### config.mk
export PLATFORM = sky130hd
export DESIGN_NAME = byte_sum_frame_builder
export DESIGN_NICKNAME = d
export VERILOG_FILES = /design/src/design/bsfb_pkg.sv /design/src/design/bsfb_in_reg.sv /design/src/design/bsfb_emit.sv /design/src/design/bsfb_out_reg.sv /design/src/design/byte_sum_frame_builder.sv
export SDC_FILE = /design/constraint.sdc
export NUM_CORES = 1
export LEC_CHECK = 0
export BUFFER_PORTS_ARGS = -buffer_cell sky130_fd_sc_hd__buf_2
export CAP_MARGIN = 30
export CORE_MARGIN = 4
export CORE_UTILIZATION = 43
export DETAILED_ROUTE_END_ITERATION = 6
export PLACE_DENSITY_LB_ADDON = 0.1
export SETUP_SLACK_MARGIN = 0.02
export SLEW_MARGIN = 20
export SYNTH_ARGS = -nofsm -noshare
export SYNTH_HDL_FRONTEND = slang
export SYNTH_HIERARCHICAL = 1
export SYNTH_SLANG_ARGS = --single-unit
### constraint.sdc
create_clock -name i_clk -period 6 [get_ports i_clk]
set_clock_uncertainty 0.05 [all_clocks]
set_input_delay 0.6 -clock i_clk [delete_from_list [all_inputs] [get_ports i_clk]]
set_output_delay 0.6 -clock i_clk [all_outputs]
set_load 0.05 [all_outputs]
### src/design/bsfb_pkg.sv
package bsfb_pkg;

    // Operation codes carried by the op field of an input item.
    localparam logic OpStart   = 1'b0;
    localparam logic OpPayload = 1'b1;

    // Number of zero bytes that open every frame header.
    localparam int HeaderZeros = 2;

    // Most result bytes that one input item can cause.
    localparam int MaxResults = 7;
    localparam int IdxW       = $clog2(MaxResults);

    // Position of each byte within the results of a start item.
    localparam logic [IdxW-1:0] SlotId    = IdxW'(HeaderZeros);
    localparam logic [IdxW-1:0] SlotSeqLo = IdxW'(HeaderZeros + 1);
    localparam logic [IdxW-1:0] SlotSeqHi = IdxW'(HeaderZeros + 2);
    localparam logic [IdxW-1:0] SlotLen   = IdxW'(HeaderZeros + 3);
    localparam logic [IdxW-1:0] SlotSum   = IdxW'(HeaderZeros + 4);

    // Result counts of the different kinds of item.
    localparam logic [IdxW-1:0] CntStartOpen  = IdxW'(HeaderZeros + 4);
    localparam logic [IdxW-1:0] CntStartEmpty = IdxW'(HeaderZeros + 5);
    localparam logic [IdxW-1:0] CntOne        = IdxW'(1);
    localparam logic [IdxW-1:0] CntTwo        = IdxW'(2);

    typedef struct packed {
        logic        op;
        logic [7:0]  frame_id;
        logic [15:0] sequence_req;
        logic [7:0]  payload_length;
        logic [7:0]  payload_byte;
    } t_item;

    typedef struct packed {
        logic [7:0] out_byte;
        logic       frame_end;
        logic       stray_byte;
    } t_result;

endpackage

### src/design/bsfb_in_reg.sv
// Holds one accepted input item until the emitter has issued all of its results.
module bsfb_in_reg (
    input  logic          i_clk,
    input  logic          i_rst_n,
    input  logic          i_valid,
    input  bsfb_pkg::t_item i_item,
    input  logic          i_done,
    output logic          o_stall,
    output logic          o_item_valid,
    output bsfb_pkg::t_item o_item
);

    logic            r_valid;
    logic            n_valid;
    bsfb_pkg::t_item r_item;
    logic            load;

    // The register frees up in the same cycle its last result leaves.
    assign o_stall = r_valid && !i_done;
    assign load    = i_valid && !o_stall;

    always_comb begin
        n_valid = r_valid;
        if (load) begin
            n_valid = 1'b1;
        end else if (i_done) begin
            n_valid = 1'b0;
        end
    end

    always_ff @(posedge i_clk) begin
        if (!i_rst_n) begin
            r_valid <= 1'b0;
        end else begin
            r_valid <= n_valid;
        end
    end

    always_ff @(posedge i_clk) begin
        if (load) begin
            r_item <= i_item;
        end
    end

    assign o_item_valid = r_valid;
    assign o_item       = r_item;

endmodule

### src/design/bsfb_emit.sv
// Issues the result bytes of the held item one per advance and keeps the frame state.
module bsfb_emit (
    input  logic              i_clk,
    input  logic              i_rst_n,
    input  logic              i_item_valid,
    input  bsfb_pkg::t_item   i_item,
    input  logic              i_advance,
    output logic              o_res_valid,
    output bsfb_pkg::t_result o_res,
    output logic              o_done
);

    logic                       r_frame_open;
    logic [7:0]                 r_bytes_left;
    logic [7:0]                 r_running_sum;
    logic [bsfb_pkg::IdxW-1:0]  r_idx;
    logic                       n_frame_open;
    logic [7:0]                 n_bytes_left;
    logic [7:0]                 n_running_sum;
    logic [bsfb_pkg::IdxW-1:0]  n_idx;
    logic [bsfb_pkg::IdxW-1:0]  count;
    logic [7:0]                 start_sum;
    logic [7:0]                 payload_sum;
    logic                       last;

    assign start_sum = i_item.frame_id + i_item.sequence_req[7:0]
                     + i_item.sequence_req[15:8] + i_item.payload_length;
    assign payload_sum = r_running_sum + i_item.payload_byte;

    always_comb begin
        if (i_item.op == bsfb_pkg::OpStart) begin
            count = (i_item.payload_length == 8'd0) ? bsfb_pkg::CntStartEmpty
                                                    : bsfb_pkg::CntStartOpen;
        end else if (r_frame_open && r_bytes_left == 8'd1) begin
            count = bsfb_pkg::CntTwo;
        end else begin
            count = bsfb_pkg::CntOne;
        end
    end

    assign last        = (r_idx == count - bsfb_pkg::CntOne);
    assign o_res_valid = i_item_valid;
    assign o_done      = i_item_valid && i_advance && last;

    // Result byte for the current slot.
    always_comb begin
        o_res = '0;
        if (i_item.op == bsfb_pkg::OpStart) begin
            case (r_idx)
                bsfb_pkg::SlotId:    o_res.out_byte = i_item.frame_id;
                bsfb_pkg::SlotSeqLo: o_res.out_byte = i_item.sequence_req[7:0];
                bsfb_pkg::SlotSeqHi: o_res.out_byte = i_item.sequence_req[15:8];
                bsfb_pkg::SlotLen:   o_res.out_byte = i_item.payload_length;
                bsfb_pkg::SlotSum: begin
                    o_res.out_byte  = start_sum;
                    o_res.frame_end = 1'b1;
                end
                default:             o_res.out_byte = 8'd0;
            endcase
        end else if (!r_frame_open) begin
            o_res.stray_byte = 1'b1;
        end else if (r_idx == '0) begin
            o_res.out_byte = i_item.payload_byte;
        end else begin
            o_res.out_byte  = payload_sum;
            o_res.frame_end = 1'b1;
        end
    end

    always_comb begin
        n_idx         = r_idx;
        n_frame_open  = r_frame_open;
        n_bytes_left  = r_bytes_left;
        n_running_sum = r_running_sum;
        if (i_item_valid && i_advance) begin
            if (last) begin
                n_idx = '0;
                if (i_item.op == bsfb_pkg::OpStart) begin
                    n_running_sum = start_sum;
                    n_bytes_left  = i_item.payload_length;
                    n_frame_open  = (i_item.payload_length != 8'd0);
                end else if (r_frame_open) begin
                    n_running_sum = payload_sum;
                    n_bytes_left  = r_bytes_left - 8'd1;
                    n_frame_open  = (r_bytes_left != 8'd1);
                end
            end else begin
                n_idx = r_idx + bsfb_pkg::CntOne;
            end
        end
    end

    always_ff @(posedge i_clk) begin
        if (!i_rst_n) begin
            r_idx         <= '0;
            r_frame_open  <= 1'b0;
            r_bytes_left  <= 8'd0;
            r_running_sum <= 8'd0;
        end else begin
            r_idx         <= n_idx;
            r_frame_open  <= n_frame_open;
            r_bytes_left  <= n_bytes_left;
            r_running_sum <= n_running_sum;
        end
    end

    a_open_has_bytes: assert property (@(posedge i_clk) disable iff (!i_rst_n)
        r_frame_open |-> r_bytes_left != 8'd0)
        else $error("open frame with no bytes left");

    a_idx_in_range: assert property (@(posedge i_clk) disable iff (!i_rst_n)
        i_item_valid |-> r_idx < count)
        else $error("result index past item end");

    a_idx_idle_zero: assert property (@(posedge i_clk) disable iff (!i_rst_n)
        !i_item_valid |-> r_idx == '0)
        else $error("result index not cleared while idle");

    a_done_clears: assert property (@(posedge i_clk) disable iff (!i_rst_n)
        o_done |=> r_idx == '0)
        else $error("result index kept after item end");

endmodule

### src/design/bsfb_out_reg.sv
// Output register: loads a new result whenever it is empty or its transfer completes.
module bsfb_out_reg (
    input  logic              i_clk,
    input  logic              i_rst_n,
    input  logic              i_res_valid,
    input  bsfb_pkg::t_result i_res,
    input  logic              i_stall,
    output logic              o_free,
    output logic              o_valid,
    output bsfb_pkg::t_result o_res
);

    logic              r_valid;
    bsfb_pkg::t_result r_res;

    assign o_free = !r_valid || !i_stall;

    always_ff @(posedge i_clk) begin
        if (!i_rst_n) begin
            r_valid <= 1'b0;
        end else if (o_free) begin
            r_valid <= i_res_valid;
        end
    end

    always_ff @(posedge i_clk) begin
        if (o_free && i_res_valid) begin
            r_res <= i_res;
        end
    end

    assign o_valid = r_valid;
    assign o_res   = r_res;

endmodule

### src/design/byte_sum_frame_builder.sv
// An item's first result passes through the input register and then the output register
// before its result transfer can take place.
// Throughput: one result byte per cycle unless the receiver stalls, set by the single
// output register. A payload byte gives one result byte (two when it closes the frame),
// a start item six (seven for a zero-length frame), and a stray payload byte one.
// Reset: synchronous, active low; clears the frame state, the item and result valids.
module byte_sum_frame_builder (
    input  logic        i_clk,
    input  logic        i_rst_n,
    // Input channel.
    input  logic        i_valid,
    output logic        o_stall,
    input  logic        i_op,
    input  logic [7:0]  i_frame_id,
    input  logic [15:0] i_sequence_req,
    input  logic [7:0]  i_payload_length,
    input  logic [7:0]  i_payload_byte,
    // Output channel.
    output logic        o_valid,
    input  logic        i_stall,
    output logic [7:0]  o_out_byte,
    output logic        o_frame_end,
    output logic        o_stray_byte
);

    // The input fields are bundled into one item for the input register.
    bsfb_pkg::t_item   in_item;
    bsfb_pkg::t_item   held_item;
    bsfb_pkg::t_result res;
    bsfb_pkg::t_result out_res;
    logic              held_valid;
    logic              res_valid;
    logic              item_done;
    logic              out_free;

    assign in_item.op             = i_op;
    assign in_item.frame_id       = i_frame_id;
    assign in_item.sequence_req   = i_sequence_req;
    assign in_item.payload_length = i_payload_length;
    assign in_item.payload_byte   = i_payload_byte;

    // The input register takes a new item in the same cycle that the held item
    // hands its last result to the output register, so payload bytes stream
    // through at one transfer per cycle while the receiver does not stall.
    bsfb_in_reg u_in_reg (
        .i_clk        (i_clk),
        .i_rst_n      (i_rst_n),
        .i_valid      (i_valid),
        .i_item       (in_item),
        .i_done       (item_done),
        .o_stall      (o_stall),
        .o_item_valid (held_valid),
        .o_item       (held_item)
    );

    // The emitter walks through the results of the held item, one each time the
    // output register can take a byte, and updates the open frame, the bytes
    // still expected and the running sum when the item's last result leaves.
    bsfb_emit u_emit (
        .i_clk        (i_clk),
        .i_rst_n      (i_rst_n),
        .i_item_valid (held_valid),
        .i_item       (held_item),
        .i_advance    (out_free),
        .o_res_valid  (res_valid),
        .o_res        (res),
        .o_done       (item_done)
    );

    // The output register separates the two sides: a finished byte can wait
    // there for its transfer while the next item is already accepted.
    bsfb_out_reg u_out_reg (
        .i_clk       (i_clk),
        .i_rst_n     (i_rst_n),
        .i_res_valid (res_valid),
        .i_res       (res),
        .i_stall     (i_stall),
        .o_free      (out_free),
        .o_valid     (o_valid),
        .o_res       (out_res)
    );

    assign o_out_byte   = out_res.out_byte;
    assign o_frame_end  = out_res.frame_end;
    assign o_stray_byte = out_res.stray_byte;

endmodule

==> results.md, run 1 <==
* Detail Placement HPWL at 7.98 mm
* Post-synth EDFFs at about 50
* Core Area at roughly 0.01 mm^2
* CTS max path bufs at 2
* Area grow syn2layout at 14.6%
* Pwr per Cell Area at 275 mW/mm^2
* Setup crit end kind: flop
* First-pass GRT wire length at 16.7 mm
* Post-route worst setup slack at 2410 ps
* Postcts setup bufs at 0
* Avg Inst Size Synth at between 10 and 15 um^2
* CP max FO at 3
* Post-synth top area share at approximately a third
* Placed Area at 0.00478 mm^2
* Overflow after GRT at 0
* Chain of cells forming the critical path: inv_1 > fa_1 > fa_1 > inv_1 > ha_1 > a21o_1 > a311o_1 > a21oi_1 > xnor2_1 > a21oi_1 > o32ai_1
* Initial antenna violation count at 0
* Number of vias per cell at approximately 5.5
* GP Congestion at approximately 0.83
* Setup TNS at 0 ps
* Cell with the most instances after synthesis: edfxtp_1
* Area contributors post-synth: edfxtp_1 (35%), dfxtp_1 (10%), fa_1 (6.9%), ha_1 (6.0%), inv_1 (4.2%)
* Max-slew headroom at 39.0%
* Crit path largest cell delay at around 580 ps
* Wire length per cell at about 18 um
* WL final at 10.5 mm
* Cell area after synthesis at roughly 0.0044 mm^2
* Post-Synthesis Net Count at 489
* Clock Latency Late Sink at 350 ps
* Clock sinks at 73
* Synth Register Bits at 73
* Sequential area share after synthesis at 45.1%
* Kind of cell adding the most delay to the critical path: adder cells
* Worst ir drop on vdd at about 0.14 mV
* Vias in the first global route at 3252
* Layout cells sized above 1 at 20.0%
* Dominant synthesized flop cell: edfxtp_1
* Final period util at ~60%
* Hold Path Class: in2reg
* # IOs at 57
* Final net count at 540
* Post-synth top area cell: edfxtp_1
* CTS clk-pin slew, worst paths at about 80 ps
* WS Path Type: reg2reg
* Post_cts resized at 0
* DRC at 0
* Via count at 3272
* GRT Overall Usage at 18.7%
* DP Worst Slack at 2330 ps
* # diodes at 0
* Synth Instances at around 400
* Crit path required time at 6110 ps
* Post-synth ARST share at 0%
* Worst-Margin Slew at about 900 ps
* Core Rows at 36
* Fin area at 0.00501 mm^2
* # hold bufs at CTS at 0
* Die area at between 0.01 and 0.015 mm^2
* Pre-antenna DRT Iters at 7
* Buf+Inv Stages, Crit Path at 2
* Clk root buf: clkbuf_8
* Final Max Slew Viols at 0
* Initial DRC Count at 279
* Syn. warnings at 6
* Fin crit period at 3590 ps
* Starting utilization of the core area at 44.5%
* Max frequency at 278 MHz
* Die Ht at 109 um
* Count of cell types in the netlist at 61
* CTS tree: built
* # setup viols final at 0
* WP data arrival at roughly 3700 ps
* H-tree levels at 3
* Largest net degree at the start of global routing at 31
* Commonest cells in the synthesized netlist: edfxtp_1 (51), inv_1 (49), a21oi_1 (34), nand2_1 (24), dfxtp_1 (22)
* Max Cap Viol at 0
* Final Power at between 1 and 1.5 mW
* Die W at 109 um
* Crit start category: flop
* Final hold slack at 365 ps
* Antenna Nets Post-Route at 0
* Count of final hold-check violations at 0
* Slowest library cell on the worst path: fa_1
* Leak at 2.02 nW
* Status: completed
* Unrepaired setup endpoints after global routing: false
* CTS Buf Count at 9
* Port bufs at 56
[power breakdown]
part | total [mW] | leakage [nW] | internal [mW] | switching [mW]
clock network | 0.428 | 0.110 | 0.243 | 0.186
registers | 0.593 | 0.670 | 0.570 | 0.0230
logic | 0.354 | 1.24 | 0.141 | 0.214
[final cells by class]
cell class / count / area (um^2)
fillers: 937 / 4810
multi-input cells: 265 / 2120
flip-flops and latches: 73 / 1970
repair buffers: 60 / 342
inverters: 50 / 188
well taps: 133 / 166
clock buffers: 10 / 138
clock inverters: 6 / 81.3
[kinds of logic after synthesis]
group / Yosys count / share of synthesized area [%]
AOI/OAI and AO/OA: 112 / 18.0
and+or+nand+nor: 86 / 10.9
DFF: 73 / 45.1
buffers and inverters: 70 / 6.52
adders and majority gates: 36 / 12.9
muxes: 16 / 3.69
xor gates and xnor gates: 15 / 3.00
[routing by layer]
| layer | wire (um) | global-route usage [%] | vias up |
|---|---|---|---|
| li1 | - | - | 1574 |
| met1 | 4740 | 25.7 | 1595 |
| met2 | 5130 | 30.7 | 91 |
| met3 | 560 | 3.14 | 12 |
| met4 | 108 | 5.14 | 0 |
| met5 | 0 | 0 | - |
[placed cells by master, fill, tap and decap left out, types with 3 or more instances in the layout]
master    netlist  final
o31ai_1         3      3
o21ai_1         3      3
nand2_1        24     24
a221oi_1        3      3
a21oi_1        34     34
inv_1          49     49
and2_1          3      3
nor3_1          6      6
nor2b_1         6      5
a211oi_2        3      3
a31o_2          4      4
o32ai_1         3      3
edfxtp_1       51     51
buf_2           0     56
nand2b_1        3      3
clkbuf_8        0     10
xnor2_1        13     13
a22oi_1         4      4
mux2i_1        15     15
a21boi_0        3      3
a211oi_1        3      3
o21ai_0        15     15
fa_1           15     15
nor2_1         16     16
o22ai_1         6      6
a222oi_1        4      4
dfxtp_1        22     22
a31oi_1         4      4
nand3_1        12     12
ha_1           21     21
[stage by stage]
step                      cells  util [%]
final                       597      51.0
after global routing        597      51.0
after CTS                   596      50.9
after detailed placement    580      48.6
after global placement      578      48.3
after floorplan             408         -
[final timing paths]
check,startpoint,end,slack [ps],cells past startpoint
setup reg to reg,u_in_reg/o_item[10],u_out_reg/o_res[8],2410,11
setup / recovery,u_in_reg/o_item[10],u_out_reg/o_res[8],2410,11
hold reg to reg,u_emit/r_bytes_left[6],u_emit/r_bytes_left[6],430,2
hold / removal,i_frame_id[3],u_in_reg/o_item[35],360,1
[flip-flops by register name, indices dropped and copies added, names as in the netlist]
signal	flops
u_emit/r_bytes_left	8
u_emit/r_running_sum	8
u_out_reg/o_valid	1
u_emit/r_idx	3
u_in_reg/o_item_valid	1
u_out_reg/o_res	10
u_in_reg/o_item	41
u_emit/r_frame_open	1
(Power assumes the default switching activity.)
==> run 2, diff against run 1 <==
==> constraint.sdc (replaced) <==
create_clock -name i_clk -period 3.5 [get_ports i_clk]
set_clock_uncertainty 0.05 [all_clocks]
set_input_delay 0.35 -clock i_clk [delete_from_list [all_inputs] [get_ports i_clk]]
set_output_delay 0.35 -clock i_clk [all_outputs]
set_load 0.05 [all_outputs]
==> results.md, run 2 (synthesized netlist as in run 1, its figures left out) <==
* Starting utilization of the core area at between 40% and 50%
* Switching part of the total power at 30.4%
* Initial DRC Count at 268
* DRC at 0
* CP max FO at 3
* Antenna Nets Post-Route at 0
* Status: completed
* Wire length per cell at 17.3 um
* # setup viols final at 0
* Placed Area at 0.00481 mm^2
* Clock Latency Late Sink at roughly 360 ps
* Overflow after GRT at 0
* # IOs at 57
* Pwr per Cell Area at 463 mW/mm^2
* Leak at 2.04 nW
* Max-slew headroom at 53.6%
* Part of the power in the clock network at 30.5%
* Die area at 0.0119 mm^2
* WP data arrival at about 3500 ps
* Final Max Slew Viols at 0
* Vias in the first global route at 3197
* # diodes at 0
* Layout cells sized above 1 at 21.7%
* Slowest library cell on the worst path: fa_1
* Most common cell after layout, fill and taps aside: buf_2
* CTS Buf Count at 9
* Count of final hold-check violations at 0
* Number of vias per cell at 5.47
* Crit start category: flop
* Worst ir drop on vdd at 0.332 mV
* Post-Layout Cell Count at 603
* Placed cells at 587
* Area grow syn2layout at 15.2%
* Commonest non-fill, non-tap cells in the layout: buf_2 (56), edfxtp_1 (51), inv_1 (49)
* Kind of cell adding the most delay to the critical path: adder cells
* Pint at ~1.6 mW
* # hold bufs at CTS at 0
* Crit path required time at 3630 ps
* Final net count at 547
* Crit path largest cell delay at between 500 and 600 ps
* Clock sinks at 73
* Logic pwr share at 26.0%
* GP Congestion at 0.891
* Die Ht at ~110 um
* Fin crit period at 3330 ps
* Sequential power share at a little over two fifths
* Die W at around 110 um
* Setup TNS at 0 ps
* Initial antenna violation count at 0
* GRT Overall Usage at a little under a fifth
* WL final at roughly 10 mm
* Final hold slack at 112 ps
* Chain of cells forming the critical path: inv_1 > fa_1 > fa_1 > inv_1 > ha_1 > a21o_1 > a311o_1 > a21oi_1 > xnor2_1 > a21oi_1 > o32ai_1
* WS Path Type: reg2reg
* Setup crit end kind: flop
* Core Area at 0.00982 mm^2
* Via count at 3298
* Fin area at 0.00504 mm^2
* Largest net degree at the start of global routing at 29
* Hold Path Class: in2reg
* Max FFs per register at 41
* H-tree levels at 3
* Unrepaired setup endpoints after global routing: true
* Port bufs at 56
* Final period util at 95.1%
* First-pass GRT wire length at 16.9 mm
* Pre-antenna DRT Iters at 5
* Worst-Margin Slew at between 600 and 700 ps
* CTS tree: built
* CTS max path bufs at 2
* Buf+Inv Stages, Crit Path at 2
* CTS clk-pin slew, worst paths at ~80 ps
* Core Rows at 36
* Switching power at 0.709 mW
* Clk root buf: clkbuf_8
* Max frequency at ~300 MHz
* Detail Placement HPWL at 7.89 mm
* Max Cap Viol at 0
* Final Power at 2.33 mW
run 2: final timing paths:
kind | startpoint | endpoint | slack (ps) | cells after the start
setup / recovery | u_in_reg/o_item[10] | u_out_reg/o_res[8] | 170 | 11
hold reg to reg | u_emit/r_bytes_left[6] | u_emit/r_bytes_left[6] | 420 | 2
setup reg to reg | u_in_reg/o_item[10] | u_out_reg/o_res[8] | 170 | 11
hold / removal | i_frame_id[7] | u_in_reg/o_item[39] | 110 | 1
run 2: per-stage QoR:
| step | setup WS [ps] | util, % |
|---|---|---|
| floorplan | 346 | - |
| global placement | 229 | 48.9 |
| detailed placement | 134 | 48.9 |
| CTS | 117 | 51.1 |
| global route | -11.2 | 51.3 |
| finish | 170 | 51.3 |
run 2: area by class of cell:
| class | count | area (um^2) |
|---|---|---|
| multi-input combinational | 265 | 2140 |
| fill | 931 | 4780 |
| sequential | 73 | 1970 |
| clock buffer | 10 | 128 |
| clock inverter | 5 | 81.3 |
| tap | 133 | 166 |
| timing repair buffer | 67 | 363 |
| inverter | 50 | 188 |
run 2: power groups by stage:
stage                     combinational (mW)  clock (mW)  sequential, mW
after floorplan                        0.419           0            1.04
after global placement                 0.586           0            1.03
after detailed placement               0.591           0            1.03
after CTS                              0.594       0.737            1.01
after global routing                   0.673       0.775            1.02
final                                  0.606       0.711            1.01
run 2: worst reg2reg max path: cells and delay by family, from the launching register on:
family	cells	cell delay, ps
buf+inv	2	160
fa+ha+maj	3	1320
xor+xnor	1	180
flops	1	390
compound gates	5	1070
run 2: timing repair:
action / in CTS / in global routing
buffers inserted: 0 / 1
endpoints found under the setup margin: 0 / 4
resized for setup: 0 / 4
run 2: layer usage:
metal	track usage (%)	share of wire [%]	up-vias	wire length [um]
met5	0	0	-	0
met4	6.85	2.0	0	204
met1	26.9	47	1569	4860
met3	4.50	6.6	15	689
met2	28.6	45	125	4670
li1	-	-	1589	-
